`src/hdl/kos_pkg.sv`:
```
// Shared types and constants for the k-th largest order-statistic set.
// No dependencies; every other file in hdl/ refers to this package by scoped names.
`timescale 1ns / 1ps

package kos_pkg;

  // Store geometry.
  // CNT_W is fixed by the count field and must be able to hold CAPACITY.
  localparam int CAPACITY = 64;
  localparam int IDX_W    = $clog2(CAPACITY);
  localparam int CNT_W    = 7;
  localparam int KEY_W    = 32;
  localparam int RANK_W   = 7;

  // Read-out tree: cells are ORed in groups, then the groups are ORed.
  localparam int GRP      = 8;
  localparam int NGRP     = (CAPACITY + GRP - 1) / GRP;

  // Operation codes
  localparam logic [1:0] ACT_QUERY  = 2'd0;
  localparam logic [1:0] ACT_INSERT = 2'd1;
  localparam logic [1:0] ACT_REMOVE = 2'd2;

  // Status codes
  localparam logic [1:0] ST_OK      = 2'd0;
  localparam logic [1:0] ST_RANK    = 2'd1;
  localparam logic [1:0] ST_FULL    = 2'd2;
  localparam logic [1:0] ST_MISSING = 2'd3;

  // Request beat
  typedef struct packed {
    logic [1:0]              action;
    logic signed [KEY_W-1:0] key;
    logic [RANK_W-1:0]       rank;
  } op_t;

  // Response beat
  typedef struct packed {
    logic signed [KEY_W-1:0] kth_value;
    logic [1:0]              status;
    logic [CNT_W-1:0]        stored_count;
  } res_t;

  // Control that is broadcast to every cell
  typedef struct packed {
    logic                    ins;     // insert this cycle
    logic                    rem;     // remove this cycle (key known present)
    logic signed [KEY_W-1:0] key;
    logic [CNT_W-1:0]        count;
    logic                    q_hit;   // query read-out enabled
    logic [IDX_W-1:0]        target;  // cell index read out by a query
  } cell_ctl_t;

endpackage

```
`src/hdl/kos_cell.sv`:
```
// One slot of the sorted key chain. Holds a single key and shifts it towards
// either neighbour on insert or remove. Depends on kos_pkg.
`timescale 1ns / 1ps

module kos_cell (
  input  logic                             clk,
  input  logic [kos_pkg::IDX_W-1:0]        idx,
  input  kos_pkg::cell_ctl_t               ctl,
  input  logic                             left_gt,
  input  logic signed [kos_pkg::KEY_W-1:0] left_key,
  input  logic signed [kos_pkg::KEY_W-1:0] right_key,
  output logic signed [kos_pkg::KEY_W-1:0] key,
  output logic                             gt,
  output logic                             eq,
  output logic signed [kos_pkg::KEY_W-1:0] pick
);

  logic [kos_pkg::CNT_W-1:0]        idx_ext;
  logic                             valid;
  logic                             at_end;
  logic                             ge;
  logic signed [kos_pkg::KEY_W-1:0] key_next;

  // Occupancy follows from the position in the chain and the fill count
  assign idx_ext = {{(kos_pkg::CNT_W - kos_pkg::IDX_W){1'b0}}, idx};
  assign valid   = idx_ext < ctl.count;
  assign at_end  = idx_ext == ctl.count;

  // Compare the held key against the key on the beat
  assign gt = valid && (key > ctl.key);
  assign eq = valid && (key == ctl.key);
  assign ge = valid && (key >= ctl.key);

  // Query read-out: only the addressed cell drives a non-zero value
  assign pick = (ctl.q_hit && (idx == ctl.target)) ? key : '0;

  // Insert: larger keys move up one slot, the new key lands after equal keys.
  // Remove: from the first matching key onwards every occupied slot takes its right neighbour.
  always_comb begin
    key_next = key;
    if (ctl.ins && (valid || at_end)) begin
      if (left_gt) begin
        key_next = left_key;
      end else if (gt || at_end) begin
        key_next = ctl.key;
      end
    end else if (ctl.rem && ge) begin
      key_next = right_key;
    end
  end

  always_ff @(posedge clk) begin
    key <= key_next;
  end

endmodule

```
`config.mk`:
```
export PLATFORM = sky130hd
export DESIGN_NAME = kos_cell
export DESIGN_NICKNAME = d
export VERILOG_FILES = /design/src/hdl/kos_pkg.sv /design/src/hdl/kos_cell.sv
export SDC_FILE = /design/constraint.sdc
export NUM_CORES = 1
export LEC_CHECK = 0
export ABC_AREA = 0
export BUFFER_PORTS_ARGS = -buffer_cell sky130_fd_sc_hd__buf_2
export CORE_MARGIN = 2
export CORE_UTILIZATION = 48
export CTS_BUF_LIST = sky130_fd_sc_hd__clkbuf_8
export DETAILED_ROUTE_END_ITERATION = 6
export PLACE_DENSITY = 0.95
export SLEW_MARGIN = 15
export SYNTH_ARGS = -nofsm -noshare
export SYNTH_HDL_FRONTEND = slang
export SYNTH_SLANG_ARGS = --single-unit
export TNS_END_PERCENT = 10
```
`constraint.sdc`:
```
create_clock -name clk -period 6.3 [get_ports clk]
set_input_delay 1.26 -clock clk [delete_from_list [all_inputs] [get_ports clk]]
set_output_delay 1.26 -clock clk [all_outputs]
set_load 0.01 [all_outputs]
```
==> flow_metrics.py <==
metrics = {
    "detailed_routing": {
        "wl_per_cell_um": 14.7,
        "drt_iter0_drc": 52,
        "ant_nets": 0,
        "vias_per_cell": 5.21,
        "vias": 3048,
        "drc": 0,
        "drtPass1Iterations": 4,
        "wirelength_um": 8580,
    },
    "worst_setup_path": {
        "endpoint_kind": "output pin",
        "critical_path_arrival_ns": 3.17,
        "crit_required_ns": 5.04,
        "crit_type": "in2out",
        "cp-start-kind": "primary input",
        "r2r_start": "key[5]$_DFFE_PP_",
        "cp_max_fo": 2,
        "crit_start": "ctl[19]",
    },
    "cells_and_area": {
        "layoutNonFillerInstCount": 585,
        "layout-drive-gt1-share_pct": 40.0,
        "multiInputGateArea_um2": 1830,
        "largest_reg_flops": 32,
        "final_nets": 668,
        "n_antenna_cell": 0,
        "biggestRegsByFlops": "key (32)",
        "register_area_um2": 961,
        "nFillCells": 483,
        "max_flop_register": "key",
        "area_growth_pct": 35.6,
    },
    "cts": {
        "cts-resized-gates": 0,
        "htreeDepth": 2,
        "post_cts.repair.setup_buffers": 0,
        "insertion_delay_ns": 0.29,
        "cts_hold_buf": 0,
        "clock-sinks": 32,
        "clk_pin_slew_worst_paths_ns": 0.07,
        "root_buffer": "clkbuf_8",
        "cts_tree": "yes",
        "cts_made_buffers": 5,
        "clk_path_buf_depth": 2,
    },
    "timing": {
        "period_minus_slack_ns": 4.43,
        "rsz0062_at_grt": "false",
        "slew_viol_final": 0,
        "slew_headroom_pct": 23.9,
        "min_period_over_period_pct": 70.4,
        "tns_ns": 0,
        "hold_viol_final": 0,
        "setup_viol": 0,
        "skew_ns": 0.00849,
        "worstMarginPinSlew_ns": 1.14,
        "clock.fmax_ghz": 0.226,
    },
    "synthesis": {
        "synth_top_area_share_pct": 32.2,
        "yosys_warnings": 0,
        "synth.ff_latch_count": 32,
        "syn_inst": 329,
        "synth_area_um2": 2980,
        "synth_sequential_area_ratio_pct": 32.2,
        "synth_edf_count": 32,
        "ys_types": 35,
        "synthFlopType": "edfxtp_1",
        "avgSynthCellArea_um2": 9.07,
        "async_flop_share_pct": 0,
        "synth_area_leaders": "edfxtp_1 32%, ha_1 16%, mux2_1 12%",
        "synth_top_area_cell": "edfxtp_1",
        "syn-num-nets": 487,
    },
    "place": {
        "hpwl_um": 6860,
        "place_inst": 578,
        "gp_congestion": 0.833,
        "port_buffers": 185,
    },
    "hold_path": {
        "worstHoldStart": "right_key[8]",
        "min_path_type": "in2reg",
    },
    "pwr": {
        "ir_drop_mv": 0.122,
        "p_per_area_nw_per_um2": 191,
        "p_leak_nw": 2.17,
    },
    "die": {
        "ios": 186,
        "rows": 28,
        "start_util_pct": 50.1,
        "coreArea_um2": 5960,
        "die_w_um": 82.8,
        "die_h_um": 82.8,
        "dieArea_um2": 6860,
    },
    "grt": {
        "antenna_found_initial": 0,
        "grt_overflow": 0,
        "grt_pass1_vias": 3121,
        "grt_pass1_wl_um": 13700,
        "grt_max_degree": 65,
        "track_usage_pct": 24.4,
    },
    "status": {
        "status": "finished, final reports clean",
    },
    "flow_run": {
        "cap_violations": 0,
    },
}
-- report_power, final --
group,switching (mW),internal [mW],total (mW)
combinational,0.165,0.132,0.297
clock,0.0780,0.0729,0.151
sequential,0.0311,0.292,0.323
-- routing by layer --
layer / global-route usage, % / share of wire (%) / wire length, um / vias up
li1: - / - / - / 1499
met1: 25.7 / 38 / 3270 / 1384
met2: 45.2 / 51 / 4390 / 137
met3: 6.16 / 7.4 / 631 / 28
met4: 11.2 / 3.2 / 276 / 0
met5: 0 / 0 / 0 / -
-- stage by stage --
| stage | worst slack (ns) | cell area [um^2] | utilization [%] | hold WS, ns | power [mW] |
|---|---|---|---|---|---|
| global route | 1.80 | 4050 | 68.0 | 1.25 | 0.824 |
| CTS | 1.85 | 4040 | 67.8 | 1.25 | 0.777 |
| detailed placement | 1.85 | 3960 | 66.5 | 1.55 | 0.624 |
| finish | 1.87 | 4050 | 68.0 | 1.26 | 0.772 |
| floorplan | 2.25 | 2980 | - | 1.46 | 0.496 |
| global placement | 1.92 | 3960 | 66.5 | 1.54 | 0.608 |
-- placed cells by master, fill, tap and decap left out, drive strengths merged, types with 2 or more instances in the layout --
master    n
buf     187
nand2    47
inv      39
ha       38
o21ai    37
mux2     34
and2     32
edfxtp   32
a21oi    17
nor2      6
clkbuf    5
nand3     4
nand4     4
a21o      3
clkinv    3
xor2      3
xnor2     3
nor4      3
and3      3
nor2b     2
a211oi    2
-- area by class of cell --
cell class | instances | share of cell area (%)
repair buffers | 187 | 23.2
inverters | 40 | 3.71
well taps | 75 | 2.32
multi-input cells | 244 | 45.1
flip-flops and latches | 32 | 23.7
clock inverters | 2 | 0.185
clock buffers | 5 | 1.70
-- cell families after synthesis --
kind of cell | after synthesis | share of synthesized area (%)
AND/OR/NAND/NOR | 102 | 17.3
XOR/XNOR | 6 | 1.76
multiplexers | 34 | 12.8
adder cells (fa/ha/maj) | 38 | 15.9
buffers and inverters | 53 | 7.42
flip-flops | 32 | 32.2
AO/OA/AOI/OAI | 64 | 12.6
-- synthesized netlist by cell type (2+ instances only) --
master / n
mux2_1: 32
nor4_1: 3
o21ai_1: 2
inv_1: 39
o21ai_0: 34
nand2_1: 47
a21oi_1: 15
a21o_1: 3
a21oi_2: 2
nand4_1: 3
and3_1: 2
buf_1: 2
xor2_1: 3
nor2_1: 6
xnor2_1: 3
nand3_1: 4
nor2b_1: 2
ha_1: 38
clkbuf_1: 8
edfxtp_1: 32
mux2_2: 2
buf_6: 3
and2_1: 32
-- path summary, 6_finish.rpt --
check | cells after the start | slack (ns) | endpoint
max | 11 | 1.87 | gt
min | 2 | 1.26 | key[8]$_DFFE_PP_
max reg2reg | 8 | 3.25 | key[11]$_DFFE_PP_
min reg2reg | 4 | 1.78 | key[7]$_DFFE_PP_
-- critical path, stage by stage --
cell      delay (ns)
buf_2           0.08
inv_1           0.04
ha_1            0.30
a21oi_1         0.16
o21ai_0         0.16
a221o_1         0.35
a211o_1         0.25
a211oi_2        0.22
nor2_1          0.07
and3_1          0.15
buf_2           0.13
(Power assumes the default switching activity.)
